<file path="src/hw/rtl/utu_pkg.sv">
// Shared types, constants and the UTF-8 encoder for the UTF-16 to UTF-8 transcoder.
package utu_pkg;

	localparam logic [15:0] MAX_UNITS_RESET = 16'd64;
	localparam int          QUEUE_DEPTH     = 2;

	localparam logic [15:0] SURR_HI_FIRST = 16'hD800;
	localparam logic [15:0] SURR_HI_LAST  = 16'hDBFF;
	localparam logic [15:0] SURR_LO_FIRST = 16'hDC00;
	localparam logic [15:0] SURR_LO_LAST  = 16'hDFFF;
	localparam logic [20:0] SUPP_BASE     = 21'h10000;
	localparam logic [20:0] ONE_BYTE_LIM  = 21'h80;
	localparam logic [20:0] TWO_BYTE_LIM  = 21'h800;
	localparam logic [20:0] THREE_BYTE_LIM = 21'h10000;

	// one code point in UTF-8, bytes[0] goes out first
	typedef struct packed {
		logic [3:0][7:0] bytes;
		logic [2:0]      len;
	} enc_t;

	// work for the back end: the bytes one item causes
	typedef struct packed {
		logic [5:0][7:0] bytes;
		logic [2:0]      count;
		logic            marker;
		logic            str_end;
	} job_t;

	function automatic enc_t utf8_encode(input logic [20:0] cp);
		enc_t e;
		e = '0;
		if (cp < ONE_BYTE_LIM) begin
			e.bytes[0] = cp[7:0];
			e.len      = 3'd1;
		end else if (cp < TWO_BYTE_LIM) begin
			e.bytes[0] = {3'b110, cp[10:6]};
			e.bytes[1] = {2'b10, cp[5:0]};
			e.len      = 3'd2;
		end else if (cp < THREE_BYTE_LIM) begin
			e.bytes[0] = {4'b1110, cp[15:12]};
			e.bytes[1] = {2'b10, cp[11:6]};
			e.bytes[2] = {2'b10, cp[5:0]};
			e.len      = 3'd3;
		end else begin
			e.bytes[0] = {5'b11110, cp[20:18]};
			e.bytes[1] = {2'b10, cp[17:12]};
			e.bytes[2] = {2'b10, cp[11:6]};
			e.bytes[3] = {2'b10, cp[5:0]};
			e.len      = 3'd4;
		end
		return e;
	endfunction

endpackage

</file>
<file path="src/hw/rtl/utf16_to_utf8_transcoder_unit.sv">
// Top level of the UTF-16 to UTF-8 transcoder.
//
//  channel  handshake                  payload
//  cfg      cfg_wr_en                  cfg_wr_data (max_units)
//  in       in_valid / in_ready        code_unit, last_unit
//  out      out_valid / out_ready      out_byte, byte_valid, run_last, string_end
//
// A code unit yields 0 to 6 bytes (1 to 3 for BMP characters, 4 for a pair,
// up to 6 for a flushed surrogate plus unit; a held high surrogate or a
// silent unit yields none). The output port sends one byte per cycle while
// out_ready is high.
// in_ready drops only when the job queue is full; the output register lets the
// next byte load in the cycle the current one is taken.
// arst_n clears all control state and sets max_units to 64; no clearing pass.
module utf16_to_utf8_transcoder_unit #(
	parameter int QUEUE_DEPTH = utu_pkg::QUEUE_DEPTH
) (
	input  logic        clk,
	input  logic        arst_n,
	input  logic        cfg_wr_en,
	input  logic [15:0] cfg_wr_data,
	input  logic        in_valid,
	output logic        in_ready,
	input  logic [15:0] code_unit,
	input  logic        last_unit,
	output logic        out_valid,
	input  logic        out_ready,
	output logic [7:0]  out_byte,
	output logic        byte_valid,
	output logic        run_last,
	output logic        string_end
);
	import utu_pkg::*;

	logic push;
	job_t push_job;
	logic pop;
	job_t head_job;
	logic full;
	logic empty;

	utu_front u_front (
		.clk         (clk),
		.arst_n      (arst_n),
		.cfg_wr_en   (cfg_wr_en),
		.cfg_wr_data (cfg_wr_data),
		.in_valid    (in_valid),
		.in_ready    (in_ready),
		.code_unit   (code_unit),
		.last_unit   (last_unit),
		.queue_full  (full),
		.push        (push),
		.push_job    (push_job)
	);

	utu_queue #(
		.DEPTH (QUEUE_DEPTH)
	) u_queue (
		.clk      (clk),
		.arst_n   (arst_n),
		.push     (push),
		.push_job (push_job),
		.pop      (pop),
		.head_job (head_job),
		.full     (full),
		.empty    (empty)
	);

	utu_back u_back (
		.clk        (clk),
		.arst_n     (arst_n),
		.empty      (empty),
		.head_job   (head_job),
		.pop        (pop),
		.out_valid  (out_valid),
		.out_ready  (out_ready),
		.out_byte   (out_byte),
		.byte_valid (byte_valid),
		.run_last   (run_last),
		.string_end (string_end)
	);

endmodule

</file>
<file path="src/hw/rtl/utu_front.sv">
// Front end: takes code units, tracks surrogate and string state, builds byte jobs.
module utu_front (
	input  logic             clk,
	input  logic             arst_n,
	input  logic             cfg_wr_en,
	input  logic [15:0]      cfg_wr_data,
	input  logic             in_valid,
	output logic             in_ready,
	input  logic [15:0]      code_unit,
	input  logic             last_unit,
	input  logic             queue_full,
	output logic             push,
	output utu_pkg::job_t    push_job
);
	import utu_pkg::*;

	logic [15:0] max_units_q;
	logic        held_valid_q;
	logic [9:0]  held_bits_q;
	logic        stopped_q;
	logic [15:0] unit_count_q;

	logic        nx_held_valid;
	logic [9:0]  nx_held_bits;
	logic        nx_stopped;
	logic [15:0] nx_count;
	logic        accept;
	logic        drop;
	logic        at_end;
	logic        is_high;
	logic        is_low;
	logic        a_en;
	logic        pair;
	logic        b_en;
	logic [15:0] cnt_inc;
	logic [20:0] pair_cp;
	enc_t        enc_a;
	enc_t        enc_b;
	logic [2:0]  len_a;
	logic [2:0]  len_b;
	job_t        job;

	assign in_ready = !queue_full;
	assign accept   = in_valid && in_ready;

	always_comb begin
		drop    = stopped_q || (unit_count_q >= max_units_q);
		cnt_inc = unit_count_q + 16'd1;
		at_end  = last_unit || (cnt_inc == max_units_q);
		is_high = code_unit inside {[SURR_HI_FIRST:SURR_HI_LAST]};
		is_low  = code_unit inside {[SURR_LO_FIRST:SURR_LO_LAST]};
		pair_cp = SUPP_BASE + {1'b0, held_bits_q, code_unit[9:0]};

		a_en          = 1'b0;
		pair          = 1'b0;
		b_en          = 1'b0;
		nx_held_valid = held_valid_q;
		nx_held_bits  = held_bits_q;
		nx_stopped    = stopped_q;
		nx_count      = unit_count_q;

		if (drop) begin
			// a dropped unit still flushes a pending high surrogate
			a_en          = held_valid_q;
			nx_held_valid = 1'b0;
		end else begin
			nx_count = cnt_inc;
			if (held_valid_q) begin
				a_en          = 1'b1;
				pair          = is_low;
				nx_held_valid = 1'b0;
			end
			if (!(held_valid_q && is_low)) begin
				if (code_unit == 16'h0000) begin
					nx_stopped = 1'b1;
				end else if (is_high && !at_end) begin
					nx_held_valid = 1'b1;
					nx_held_bits  = code_unit[9:0];
				end else begin
					b_en = 1'b1;
				end
			end
		end

		enc_a = pair ? utf8_encode(pair_cp) : utf8_encode({5'b0, 6'b110110, held_bits_q});
		enc_b = utf8_encode({5'b0, code_unit});
		len_a = a_en ? enc_a.len : 3'd0;
		len_b = b_en ? enc_b.len : 3'd0;

		job = '0;
		case (len_a)
			3'd0: begin
				job.bytes[3:0] = enc_b.bytes;
			end
			3'd3: begin
				job.bytes[2:0] = enc_a.bytes[2:0];
				job.bytes[5:3] = enc_b.bytes[2:0];
			end
			default: begin
				// surrogate pair: nothing follows it
				job.bytes[3:0] = enc_a.bytes;
			end
		endcase
		job.count   = len_a + len_b;
		job.str_end = last_unit;
		if (last_unit && job.count == 3'd0) begin
			job.count  = 3'd1;
			job.marker = 1'b1;
		end
	end

	assign push     = accept && (job.count != 3'd0);
	assign push_job = job;

	always_ff @(posedge clk or negedge arst_n) begin
		if (!arst_n) begin
			max_units_q  <= MAX_UNITS_RESET;
			held_valid_q <= 1'b0;
			held_bits_q  <= '0;
			stopped_q    <= 1'b0;
			unit_count_q <= '0;
		end else begin
			if (cfg_wr_en) begin
				max_units_q <= cfg_wr_data;
			end
			if (accept) begin
				if (last_unit) begin
					held_valid_q <= 1'b0;
					held_bits_q  <= '0;
					stopped_q    <= 1'b0;
					unit_count_q <= '0;
				end else begin
					held_valid_q <= nx_held_valid;
					held_bits_q  <= nx_held_bits;
					stopped_q    <= nx_stopped;
					unit_count_q <= nx_count;
				end
			end
		end
	end

endmodule

</file>
<file path="src/hw/rtl/utu_queue.sv">
// Short job queue between front and back end.
module utu_queue #(
	parameter int DEPTH = utu_pkg::QUEUE_DEPTH
) (
	input  logic          clk,
	input  logic          arst_n,
	input  logic          push,
	input  utu_pkg::job_t push_job,
	input  logic          pop,
	output utu_pkg::job_t head_job,
	output logic          full,
	output logic          empty
);
	import utu_pkg::*;

	localparam int PTR_W = (DEPTH > 1) ? $clog2(DEPTH) : 1;
	localparam int CNT_W = $clog2(DEPTH + 1);

	job_t             mem [DEPTH];
	logic [PTR_W-1:0] wr_ptr_q;
	logic [PTR_W-1:0] rd_ptr_q;
	logic [CNT_W-1:0] fill_q;
	logic             do_push;
	logic             do_pop;

	assign full     = (fill_q == CNT_W'(DEPTH));
	assign empty    = (fill_q == '0);
	assign do_push  = push && !full;
	assign do_pop   = pop && !empty;
	assign head_job = mem[rd_ptr_q];

	always_ff @(posedge clk) begin
		if (do_push) begin
			mem[wr_ptr_q] <= push_job;
		end
	end

	always_ff @(posedge clk or negedge arst_n) begin
		if (!arst_n) begin
			wr_ptr_q <= '0;
			rd_ptr_q <= '0;
			fill_q   <= '0;
		end else begin
			if (do_push) begin
				wr_ptr_q <= (wr_ptr_q == PTR_W'(DEPTH - 1)) ? '0 : wr_ptr_q + 1'b1;
			end
			if (do_pop) begin
				rd_ptr_q <= (rd_ptr_q == PTR_W'(DEPTH - 1)) ? '0 : rd_ptr_q + 1'b1;
			end
			case ({do_push, do_pop})
				2'b10:   fill_q <= fill_q + 1'b1;
				2'b01:   fill_q <= fill_q - 1'b1;
				default: fill_q <= fill_q;
			endcase
		end
	end

endmodule

</file>
<file path="src/hw/rtl/utu_back.sv">
// Back end: drains jobs one byte a cycle into the free output register.
module utu_back (
	input  logic          clk,
	input  logic          arst_n,
	input  logic          empty,
	input  utu_pkg::job_t head_job,
	output logic          pop,
	output logic          out_valid,
	input  logic          out_ready,
	output logic [7:0]    out_byte,
	output logic          byte_valid,
	output logic          run_last,
	output logic          string_end
);
	import utu_pkg::*;

	logic [2:0] idx_q;
	logic       out_valid_q;
	logic [7:0] out_byte_q;
	logic       byte_valid_q;
	logic       run_last_q;
	logic       string_end_q;
	logic       load;
	logic       final_byte;

	assign load       = !empty && (!out_valid_q || out_ready);
	assign final_byte = (idx_q == (head_job.count - 3'd1));
	assign pop        = load && final_byte;

	always_ff @(posedge clk or negedge arst_n) begin
		if (!arst_n) begin
			idx_q       <= '0;
			out_valid_q <= 1'b0;
		end else begin
			if (load) begin
				idx_q       <= final_byte ? 3'd0 : idx_q + 3'd1;
				out_valid_q <= 1'b1;
			end else if (out_ready) begin
				out_valid_q <= 1'b0;
			end
		end
	end

	always_ff @(posedge clk) begin
		if (load) begin
			out_byte_q   <= head_job.marker ? 8'h00 : head_job.bytes[idx_q];
			byte_valid_q <= !head_job.marker;
			run_last_q   <= final_byte;
			string_end_q <= final_byte && head_job.str_end;
		end
	end

	assign out_valid  = out_valid_q;
	assign out_byte   = out_byte_q;
	assign byte_valid = byte_valid_q;
	assign run_last   = run_last_q;
	assign string_end = string_end_q;

endmodule

</file>
<file path="config.mk">
export PLATFORM = sky130hd
export DESIGN_NAME = utf16_to_utf8_transcoder_unit
export DESIGN_NICKNAME = d
export VERILOG_FILES = /design/src/hw/rtl/utu_pkg.sv /design/src/hw/rtl/utf16_to_utf8_transcoder_unit.sv /design/src/hw/rtl/utu_front.sv /design/src/hw/rtl/utu_queue.sv /design/src/hw/rtl/utu_back.sv
export SDC_FILE = /design/constraint.sdc
export NUM_CORES = 1
export LEC_CHECK = 0
export CAP_MARGIN = 5
export CORE_MARGIN = 4
export CORE_UTILIZATION = 45
export CTS_CLUSTER_DIAMETER = 80
export DETAILED_ROUTE_END_ITERATION = 12
export DONT_BUFFER_PORTS = 1
export HOLD_SLACK_MARGIN = 0.1
export PLACE_DENSITY = 0.68
export SLEW_MARGIN = 20
export SYNTH_ARGS = -nofsm -noshare
export SYNTH_HDL_FRONTEND = slang
export SYNTH_HIERARCHICAL = 1
export SYNTH_SLANG_ARGS = --single-unit
</file>
<file path="constraint.sdc">
create_clock -name clk -period 8.45 [get_ports clk]
set_input_delay 1.69 -clock clk [delete_from_list [all_inputs] [get_ports clk]]
set_output_delay 1.69 -clock clk [all_outputs]
set_load 0.01 [all_outputs]
</file>
==> results of run 1 <==
-- stage by stage --
stage	power (mW)	utilization, %	area (sq um)	setup slack [ns]
after CTS	2.800	49.25	10030	3.298
after global placement	1.961	46.12	9392	2.893
final	2.774	49.27	10030	3.217
after detailed placement	1.982	46.12	9392	2.860
after global routing	2.914	49.27	10030	2.973
after floorplan	1.884	-	9371	1.786
-- cell families (layout without fill, tap and decap cells) --
| logic type | count (synthesis) | after routing | synth area share [%] |
|---|---|---|---|
| xor gates and xnor gates | 32 | 32 | 3.382 |
| buffers and inverters | 95 | 74 | 5.427 |
| muxes | 80 | 80 | 12.32 |
| other | 1 | 4 | 0.04006 |
| and+or+nand+nor | 221 | 221 | 11.54 |
| DFF | 169 | 169 | 51.45 |
| adders and majority gates | 23 | 23 | 3.155 |
| AOI/OAI and AO/OA | 183 | 183 | 12.69 |
-- where the power goes --
part | internal (mW) | total [mW] | leakage, nW | switching, mW
registers | 1.10 | 1.19 | 1.75 | 0.0943
logic | 0.373 | 0.760 | 1.81 | 0.387
clock network | 0.433 | 0.819 | 0.310 | 0.386
total | 1.91 | 2.77 | 3.87 | 0.867
-- cell usage in the layout (no fill, tap or decap), types with 18 or more instances in the layout --
cell type  count
edfxtp_1     117
nand2_1       63
nor2_1        60
dfrtp_1       50
o21ai_0       49
mux2_4        49
a21oi_1       39
inv_1         31
nand3_1       23
ha_1          22
xnor2_1       20
o22ai_1       18
-- worst max path at each step --
stage / start / end / slack [ns] / depth (start not counted)
final: code_unit[13] / u_queue/mem[0][27]$_DFFE_PP_ / 3.22 / 13
after global routing: code_unit[13] / u_queue/mem[0][27]$_DFFE_PP_ / 2.97 / 13
after CTS: code_unit[13] / u_queue/mem[0][42]$_DFFE_PP_ / 3.30 / 13
after detailed placement: code_unit[13] / u_queue/mem[0][48]$_DFFE_PP_ / 2.86 / 13
after global placement: code_unit[13] / u_queue/mem[0][48]$_DFFE_PP_ / 2.89 / 13
after floorplan: code_unit[7] / u_queue/mem[0][0]$_DFFE_PP_ / 1.79 / 13
-- sequential cells by signal, summed over array words and instances (netlist names) --
| signal | count |
|---|---|
| u_queue/rd_ptr_q | 1 |
| u_back/out_byte | 8 |
| u_front/held_bits_q | 10 |
| u_queue/wr_ptr_q | 1 |
| u_back/string_end | 1 |
| u_back/run_last | 1 |
| u_back/byte_valid | 1 |
| u_back/out_valid | 1 |
| u_front/unit_count_q | 16 |
| u_front/stopped_q | 1 |
| u_queue/fill_q | 2 |
| u_front/max_units_q | 16 |
| u_back/idx_q | 3 |
| u_queue/mem | 106 |
| u_front/held_valid_q | 1 |
-- synth_stat cells (7+ instances only) --
master	count
nand2_1	63
mux2_4	49
ha_1	22
nor2_1	61
o31ai_1	7
mux4_2	8
clkbuf_1	31
a22oi_1	7
buf_4	8
and3_1	12
nor3_1	11
nor4_1	10
edfxtp_1	117
xnor2_1	20
o21ai_0	50
dfrtp_1	51
o22ai_1	18
nand2b_1	9
nand3_1	23
xor2_1	8
a22o_1	13
inv_1	31
mux2i_1	17
a21oi_1	39
-- metal layers --
layer	GRT usage, %	vias up
met5	0	-
met4	4.024	0
met3	4.317	22
met2	28.43	261
met1	25.88	3028
li1	-	2901
-- layout make-up --
class | count | area (sq um) | share of cell area (%)
clock buffers | 17 | 425.4 | 4.240
flip-flops and latches | 169 | 4817 | 48.01
multi-input cells | 543 | 4060 | 40.47
well taps | 270 | 337.8 | 3.367
repair buffers | 6 | 45.04 | 0.4489
clock inverters | 15 | 212.7 | 2.120
inverters | 36 | 135.1 | 1.347
==> impl_metrics.py, run 1 <==
metrics = {
    "die": {
        "pin_count": 51,
        "die_y_microns": 152.2,
        "initial_utilization_pct": 45.96,
        "rows": 52,
        "fp.dieW_microns": 152.2,
        "design.die.area_sq_um": 23170,
        "core-area_sq_um": 20360,
    },
    "clock_tree": {
        "postCtsSetupBuffers": 0,
        "clk_latency_ns": 0.43,
        "cts_buffer_depth": 2,
        "ctsHoldBuffers": 0,
        "cts_root_buffer": "clkbuf_16",
        "clock_sinks": 169,
        "htree_levels": 4,
        "clk_pin_slew_worst_paths_ns": 0.07,
        "cts_tree": "done",
        "numCtsBuffers": 17,
        "ctsResizeCount": 0,
    },
    "final_layout": {
        "fin_nets": 834,
        "drive_above_1_share_pct": 15.65,
        "fill_cells": 1792,
        "antenna_cells": 0,
        "syn2layout_area_growth_pct": 7.192,
        "layout.cells.non_filler": 1056,
    },
    "drt": {
        "drtPass1Iterations": 5,
        "drtIter0Drc": 607,
        "via_per_inst": 5.883,
        "drc": 0,
        "highest_layer": "met4",
        "ant_nets": 0,
        "met1Wirelength_mm": 9.468,
        "route.met3.wl_mm": 1.422,
        "via_count": 6212,
        "routed-wl-met2_mm": 9.553,
        "wirelength_mm": 20.69,
        "wl_per_cell_microns": 19.60,
    },
    "setup_path": {
        "cp_data_required_time_ns": 8.51,
        "reg2reg_from": "u_front/unit_count_q[0]$_DFFE_PN0P_",
        "crit_top_cell": "nor3_1",
        "arrival_ns": 5.29,
        "path_buf_inv": 1,
        "r2r_setup_slack_ns": 3.38,
        "r2r-end": "u_queue/mem[0][27]$_DFFE_PP_",
        "end_kind": "flip-flop",
        "worstPathCellList": "nor4_1 -> nand2b_1 -> nor3_1 -> and3_1 -> nor3_1 -> ha_1 -> fa_1 -> xor2_1 -> nor2_1 -> a21oi_1 -> nand2_1 -> nor2_4 -> buf_4",
        "start_kind": "primary input",
        "worstRegToRegCells": 17,
        "critPathKind": "in2reg",
        "crit_family": "simple AND/OR/NAND/NOR gates",
        "cp_max_fo": 53,
        "crit_path_top_delay_cell": "buf_4",
        "critPathMaxStageDelay_ns": 0.57,
    },
    "global_route": {
        "grt_antenna_before_repair": 0,
        "gr-total-overflow": 0,
        "track_usage_pct": 18.14,
        "grt_max_degree": 55,
        "grt_pass1_wl_mm": 33.51,
        "grt_pass1_vias": 5992,
    },
    "job": {
        "cap_violations": 0,
    },
    "power": {
        "irDropWorstVdd_mv": 0.1451,
        "p_leak_nw": 3.870,
        "powerDensity_nw_per_um2": 276.5,
    },
    "worst_hold_path": {
        "holdPathStages": 1,
        "holdPathEnd": "u_queue/fill_q[1]$_DFFE_PN0P_",
        "min-delay-start": "u_queue/fill_q[1]$_DFFE_PN0P_",
        "worstHoldPathType": "reg2reg",
    },
    "timing": {
        "fin_setup_tns_ns": 0,
        "slew_headroom_pct": 35.46,
        "setup_violations": 0,
        "hold_viol": 0,
        "slew_viol_final": 0,
        "finalCritPeriodShare_pct": 61.93,
        "hold_slack_ns": 0.5087,
        "fin_crit_ns": 5.233,
        "rsz0062_at_grt": "false",
        "skew_ns": 0.01298,
        "max_freq_ghz": 0.1911,
        "tightest_slew_ns": 0.9681,
    },
    "synth": {
        "ys_types": 78,
        "async_flop_share_pct": 30.77,
        "syn_area_sq_um": 9360,
        "seq_area_frac_synth_pct": 51.45,
        "ys_seq_elements": 169,
        "synth.largest_area_cell": "edfxtp_1",
        "avgSynthCellArea_sq_um": 11.64,
        "synth-main-ff-cell": "edfxtp_1",
        "yosysWarnings": 6,
        "syn_inst": 804,
        "netlist_top_cells_area": "edfxtp_1, dfrtp_1, mux2_4, ha_1, o21ai_0",
        "synth_edf_count": 117,
        "synth_top_cell_area_share_pct": 37.54,
    },
    "place": {
        "dp_hpwl_mm": 14.18,
        "gp_congestion": 0.9573,
        "dp_cells": 1024,
        "port_buffers": 0,
    },
    "run_status": {
        "outcome": "complete, no violations",
    },
}
No activity file was read; power rests on OpenSTA's default activity.
==> run 2: changes to the inputs <==
- PLACE_DENSITY: 0.68 -> 0.7
- clock period: 8.45 -> 4.2 ns (I/O delays scaled with it)
==> run 2 against run 1 <==
Effect of this change: die area stayed put; combinational power is 120% higher; clock power is 84% higher; via count is 1.3% higher; register-to-register slack worse by 3.1 ns; non-clock buffer count is 35 higher; worst setup slack worse by 3.0 ns; flip-flop and latch count stayed put; cell count is 3.2% higher; routed wire length is 1.2% lower; power is 100% higher; critical path type is now reg2reg.
==> impl_metrics.py, run 2 (synthesized netlist as in run 1, its figures left out) <==
metrics = {
    "run_status": {
        "outcome": "complete, no violations",
    },
    "drt": {
        "wl_per_cell_microns": 18.76,
        "drc": 0,
        "ant_nets": 0,
        "drtPass1Iterations": 5,
        "via_per_inst": 5.774,
        "wirelength_mm": 20.45,
        "via_count": 6294,
        "drtIter0Drc": 670,
    },
    "final_layout": {
        "layout_commonest_cell": "edfxtp_1",
        "antenna_cells": 0,
        "fin_nets": 869,
        "syn2layout_area_growth_pct": 11.32,
        "drive_above_1_share_pct": 21.46,
        "final_cell_mix": "edfxtp_1, nand2_1, nor2_1, o21ai_0, mux2_4",
        "finalCoreUtilization_pct": 51.17,
        "reg_top3": "u_queue/mem: 106 flops, u_front/max_units_q: 16 flops, u_front/unit_count_q: 16 flops",
        "regMostFlops": "u_queue/mem",
        "final_cell_area_sq_um": 10420,
        "layout.cells.non_filler": 1090,
        "largest_register_ffs": 106,
    },
    "global_route": {
        "grtUsageMet2_pct": 26.23,
        "grt_pass1_wl_mm": 32.84,
        "grt_max_degree": 52,
        "grtUsageMet1_pct": 25.42,
        "track_usage_pct": 17.54,
        "grt-busiest-layer": "met2",
        "use_met3_pct": 4.431,
        "grt_antenna_before_repair": 0,
        "gr-total-overflow": 0,
        "grt_pass1_vias": 5981,
    },
    "clock_tree": {
        "htree_levels": 4,
        "cts_buffer_depth": 2,
        "clock_sinks": 169,
        "clk_pin_slew_worst_paths_ns": 0.06,
        "clk_latency_ns": 0.42,
        "numCtsBuffers": 17,
        "cts_root_buffer": "clkbuf_16",
        "cts_tree": "done",
    },
    "setup_path": {
        "critPathMaxStageDelay_ns": 0.56,
        "critPathKind": "reg2reg",
        "start_kind": "flip-flop",
        "cp_data_required_time_ns": 4.51,
        "crit_path_top_delay_cell": "or4_1",
        "worstPathCellList": "ha_4 -> xnor2_2 -> xnor2_1 -> or4_1 -> nor4_4 -> o21ai_2 -> o31ai_2 -> nand3_1 -> nor3_2 -> ha_2 -> fa_2 -> nor2_2 -> a21oi_2 -> nand2_2 -> ha_1 -> xnor2_1 -> nor2_1 -> xor2_1",
        "cp_max_fo": 6,
        "crit_family": "simple AND/OR/NAND/NOR gates",
        "path_buf_inv": 0,
        "crit_top_cell": "xnor2_1",
        "end_kind": "flip-flop",
        "arrival_ns": 4.27,
    },
    "die": {
        "die_y_microns": 152.2,
        "initial_utilization_pct": 45.96,
        "core-area_sq_um": 20360,
        "pin_count": 51,
        "design.die.area_sq_um": 23170,
        "fp.dieW_microns": 152.2,
        "rows": 52,
    },
    "timing": {
        "slew_headroom_pct": 35.18,
        "skew_ns": 0.01078,
        "tightest_slew_ns": 0.9703,
        "setup_violations": 0,
        "fin_crit_ns": 3.959,
        "hold_viol": 0,
        "max_freq_ghz": 0.2526,
        "slew_viol_final": 0,
        "finalCritPeriodShare_pct": 94.27,
    },
    "power": {
        "clock_power_share_pct": 27.0,
        "pwr-share-comb_pct": 30.1,
        "switching_power_mw": 1.700,
        "internal_power_mw": 3.892,
        "p_sw_share_pct": 30.40,
        "p_leak_nw": 4.071,
        "irDropWorstVdd_mv": 0.2676,
        "powerDensity_nw_per_um2": 536.6,
        "p_seq_share_pct": 42.9,
        "power_mw": 5.591,
    },
    "place": {
        "dpl_cell_area_sq_um": 9711,
        "dp_hpwl_mm": 14.09,
        "port_buffers": 0,
        "gp_congestion": 0.8754,
        "dp_cells": 1055,
    },
    "worst_hold_path": {
        "worstHoldPathType": "in2async",
    },
    "job": {
        "cap_violations": 0,
    },
}
==> run 2: cell count changes in the layout (fill, tap and decap cells not counted), sizes merged <==
cell / before / now
buf: 6 / 40
clkbuf: 17 / 18
clkinv: 11 / 8
clkinvlp: 0 / 1
inv: 39 / 40
==> run 2: power groups by stage <==
stage / combinational [mW] / clock [mW] / sequential (mW)
2_1_floorplan: 1.42 / 0 / 2.38
3_3_place_gp: 1.60 / 0 / 2.42
3_5_place_dp: 1.62 / 0 / 2.44
4_1_cts: 1.64 / 1.54 / 2.40
5_1_grt: 1.83 / 1.62 / 2.43
6_report: 1.68 / 1.51 / 2.40
==> run 2: cell type report <==
| class | instances | area [sq um] |
|---|---|---|
| Clock buffer | 17 | 425.4 |
| Inverter | 36 | 135.1 |
| Multi-Input combinational cell | 543 | 4158 |
| Fill cell | 1754 | 9945 |
| Sequential cell | 169 | 4823 |
| Tap cell | 270 | 337.8 |
| Clock inverter | 14 | 137.6 |
| Timing Repair Buffer | 41 | 402.9 |
==> run 2: path summary, 6_finish.rpt <==
kind | startpoint | to | slack (ns) | depth (start not counted)
max | u_front/unit_count_q[0]$_DFFE_PN0P_ | u_queue/fill_q[1]$_DFFE_PN0P_ | 0.24 | 18
min | arst_n | u_front/max_units_q[6]$_DFFE_PN1P_ | 0.26 | 0
max reg2reg | u_front/unit_count_q[0]$_DFFE_PN0P_ | u_queue/fill_q[1]$_DFFE_PN0P_ | 0.24 | 18
min reg2reg | u_queue/fill_q[1]$_DFFE_PN0P_ | u_queue/fill_q[1]$_DFFE_PN0P_ | 0.50 | 1
max in group asynchronous | arst_n | u_queue/rd_ptr_q$_DFFE_PN0P_ | 3.69 | 1
min in group clk | cfg_wr_en | u_front/max_units_q[6]$_DFFE_PN1P_ | 0.49 | 1
==> run 2: repair_timing <==
action	CTS	global route
buffers inserted	0	1
endpoints found under the hold margin	51	0
resized for setup	0	16
setup endpoints to repair	0	110
hold buffers	1	0
==> run 2: layer usage <==
| layer | share of wire (%) | routed length [microns] |
|---|---|---|
| met5 | 0 | 0 |
| met1 | 46 | 9457 |
| met3 | 6.4 | 1310 |
| met2 | 46 | 9392 |
| met4 | 1.4 | 291 |
==> run 2: worst register-to-register path, stage by stage, from the launching register on <==
cell and delay, ns:
dfrtp_2 0.43, ha_4 0.19, xnor2_2 0.13, xnor2_1 0.12
or4_1 0.56, nor4_4 0.19, o21ai_2 0.11, o31ai_2 0.26
nand3_1 0.16, nor3_2 0.18, ha_2 0.19, fa_2 0.46
nor2_2 0.13, a21oi_2 0.08, nand2_2 0.12, ha_1 0.18
xnor2_1 0.13, nor2_1 0.08, xor2_1 0.14
==> run 2: through the flow <==
step | TNS (ns) | hold slack (ns) | setup slack [ns]
6_report | 0 | 0.2554 | 0.2408
5_1_grt | -0.1351 | 0.2252 | -0.01126
4_1_cts | 0 | 0.2350 | 0.06697
3_5_place_dp | 0 | 0.4912 | 0.09163
3_3_place_gp | 0 | 0.4862 | 0.1990
2_1_floorplan | -9.263 | 0.4644 | -0.1748
==> run 3: changes to the inputs <==
- CORE_MARGIN: 4 -> default
==> run 3 against run 2 <==
Effect of this change: non-clock buffer count fell by 1; critical path type unchanged; largest power group unchanged; via count barely moved; combinational power fell by 4%; sequential power barely moved; critical path depth fell by 1; worst setup slack got worse by 0.0044 ns; largest cell class unchanged; highest routed layer unchanged; global-route usage rose by 2.1 points; utilization rose by 0.072 points; power rose by 0.79%; register-to-register slack barely moved; worst hold slack got worse by 0.0042 ns; sequential share of layout area rose by 0.12 points.
==> impl_metrics.py, run 3 (synthesized netlist as in run 1, its figures left out) <==
metrics = {
    "drt": {
        "wirelength_mm": 20.35,
        "ant_nets": 0,
        "drtIter0Drc": 772,
        "drc": 0,
        "via_count": 6295,
        "drtPass1Iterations": 5,
        "via_per_inst": 5.775,
        "wl_per_cell_microns": 18.67,
    },
    "global_route": {
        "gr-total-overflow": 0,
        "grt_pass1_vias": 6070,
        "grt_max_degree": 52,
        "grt_antenna_before_repair": 0,
        "track_usage_pct": 19.64,
        "grt_pass1_wl_mm": 32.56,
    },
    "timing": {
        "rsz0062_at_grt": "false",
        "fin_crit_ns": 3.964,
        "max_freq_ghz": 0.2523,
        "skew_ns": 0.008721,
        "finalCritPeriodShare_pct": 94.37,
        "slew_viol_final": 0,
        "setup_violations": 0,
        "slew_headroom_pct": 30.21,
        "tightest_slew_ns": 1.045,
        "hold_viol": 0,
        "fin_setup_tns_ns": 0,
        "setup_slack_ns": 0.2365,
    },
    "setup_path": {
        "critPathKind": "reg2reg",
        "cp_max_fo": 6,
        "critPathMaxStageDelay_ns": 0.51,
        "path_buf_inv": 0,
        "arrival_ns": 4.31,
        "end_kind": "flip-flop",
        "cp_data_required_time_ns": 4.55,
        "crit_family": "simple AND/OR/NAND/NOR gates",
        "crit_path_top_delay_cell": "or4_1",
        "start_kind": "flip-flop",
        "worstPathCellList": "ha_4 -> xnor2_2 -> xnor2_1 -> or4_1 -> nor4_2 -> o21ai_2 -> o31ai_2 -> nand3_1 -> nor3_2 -> ha_2 -> fa_2 -> nor2_1 -> a21oi_2 -> nand2_2 -> ha_1 -> nor2_1 -> xor2_1",
        "crit_top_cell": "nor2_1",
    },
    "final_layout": {
        "drive_above_1_share_pct": 21.83,
        "largest_register_ffs": 106,
        "finalCoreUtilization_pct": 51.24,
        "antenna_cells": 0,
        "reg_top3": "u_queue/mem: 106 flops, u_front/max_units_q: 16 flops, u_front/unit_count_q: 16 flops",
        "regMostFlops": "u_queue/mem",
        "syn2layout_area_growth_pct": 11.12,
        "fill_cells": 1760,
        "fin_nets": 868,
        "ff_latch_area_sq_um": 4827,
        "final_cell_area_sq_um": 10400,
        "layout_commonest_cell": "edfxtp_1",
        "multiInputGateArea_sq_um": 4146,
        "final_cell_mix": "edfxtp_1, nand2_1, nor2_1, o21ai_0, mux2_4",
    },
    "clock_tree": {
        "numCtsBuffers": 17,
        "clk_pin_slew_worst_paths_ns": 0.07,
        "htree_levels": 4,
        "cts_root_buffer": "clkbuf_16",
        "cts_buffer_depth": 2,
        "clk_latency_ns": 0.43,
        "cts_tree": "done",
        "clock_sinks": 169,
    },
    "die": {
        "die_y_microns": 146.2,
        "pin_count": 51,
        "initial_utilization_pct": 46.11,
        "fp.dieW_microns": 146.2,
        "design.die.area_sq_um": 21380,
        "rows": 52,
        "core-area_sq_um": 20300,
    },
    "power": {
        "p_sw_share_pct": 30.30,
        "clock_power_share_pct": 28.6,
        "power_mw": 5.636,
        "internal_power_mw": 3.928,
        "pwr-share-comb_pct": 28.8,
        "p_seq_share_pct": 42.6,
        "irDropWorstVdd_mv": 0.2921,
        "p_leak_nw": 4.064,
        "powerDensity_nw_per_um2": 541.8,
        "switching_power_mw": 1.708,
    },
    "job": {
        "cap_violations": 0,
    },
    "place": {
        "dp_hpwl_mm": 13.93,
        "dpl_cell_area_sq_um": 9706,
        "pre_cts_slack_ns": -0.01848,
        "gp_congestion": 0.8939,
        "port_buffers": 0,
    },
    "run_status": {
        "outcome": "complete, no violations",
    },
    "worst_hold_path": {
        "worstHoldPathType": "in2async",
    },
}
-- run 3: cell types whose count changed in the layout (fill, tap and decap cells not counted), sizes merged --
cell / before / now
bufinv: 1 / 2
clkbuf: 18 / 17
clkinv: 8 / 5
inv: 40 / 42
clkinvlp: 1 / 2
-- run 3: stage by stage --
| step | hold slack (ns) | instances |
|---|---|---|
| 4_1_cts | 0.2352 | 1089 |
| 3_3_place_gp | 0.4855 | 1056 |
| 2_1_floorplan | 0.4644 | 807 |
| 5_1_grt | 0.2294 | 1090 |
| 3_5_place_dp | 0.5004 | 1056 |
| 6_report | 0.2512 | 1090 |
-- run 3: final timing paths --
kind / startpoint / end / slack (ns) / cells after the start
worst max-delay path: u_front/unit_count_q[0]$_DFFE_PN0P_ / u_queue/fill_q[1]$_DFFE_PN0P_ / 0.24 / 17
worst min-delay path: arst_n / u_front/max_units_q[6]$_DFFE_PN1P_ / 0.25 / 0
worst max register to register: u_front/unit_count_q[0]$_DFFE_PN0P_ / u_queue/fill_q[1]$_DFFE_PN0P_ / 0.24 / 17
worst min register to register: u_front/max_units_q[0]$_DFFE_PN0P_ / u_front/max_units_q[0]$_DFFE_PN0P_ / 0.52 / 1
max in group asynchronous: arst_n / u_queue/rd_ptr_q$_DFFE_PN0P_ / 3.67 / 1
min in group clk: cfg_wr_en / u_front/max_units_q[6]$_DFFE_PN1P_ / 0.49 / 1
-- run 3: what timing repair did --
action                                  CTS  global route
hold buffers                              1             0
gates resized for setup                   1            17
cloned                                    0             0
hold endpoints to repair                 51             0
buffers inserted                          0             1
pin swaps                                 0             3
endpoints found under the setup margin   16           110
-- run 3: area by class of cell --
class                           instances  area share [%]
Inverter                               36           1.299
Timing Repair Buffer                   40           3.392
Multi-Input combinational cell        543           39.87
Tap cell                              270           3.248
Sequential cell                       169           46.41
Clock inverter                         15           1.696
Clock buffer                           17           4.090
-- run 3: power by group through the flow --
stage,clock (mW),sequential [mW],combinational [mW]
after global routing,1.71,2.44,1.76
after detailed placement,0,2.44,1.61
final,1.61,2.40,1.62
after CTS,1.64,2.41,1.63
after floorplan,0,2.38,1.42
after global placement,0,2.43,1.59
-- run 3: metal layers --
layer | global-route usage, % | vias up | wire length [microns]
met2 | 30.26 | 239 | 9500
met3 | 4.219 | 35 | 1313
met4 | 6.458 | 0 | 344
met5 | 0 | - | 0
met1 | 27.61 | 3059 | 9193
li1 | - | 2962 | -
-- run 3: worst register-to-register path, delay by kind of cell (launching register included) --
kind / cells / cell delay, ns
xor+xnor: 3 / 0.41
simple gates: 7 / 1.48
fa+ha+maj: 4 / 1.12
flops: 1 / 0.43
compound gates: 3 / 0.43
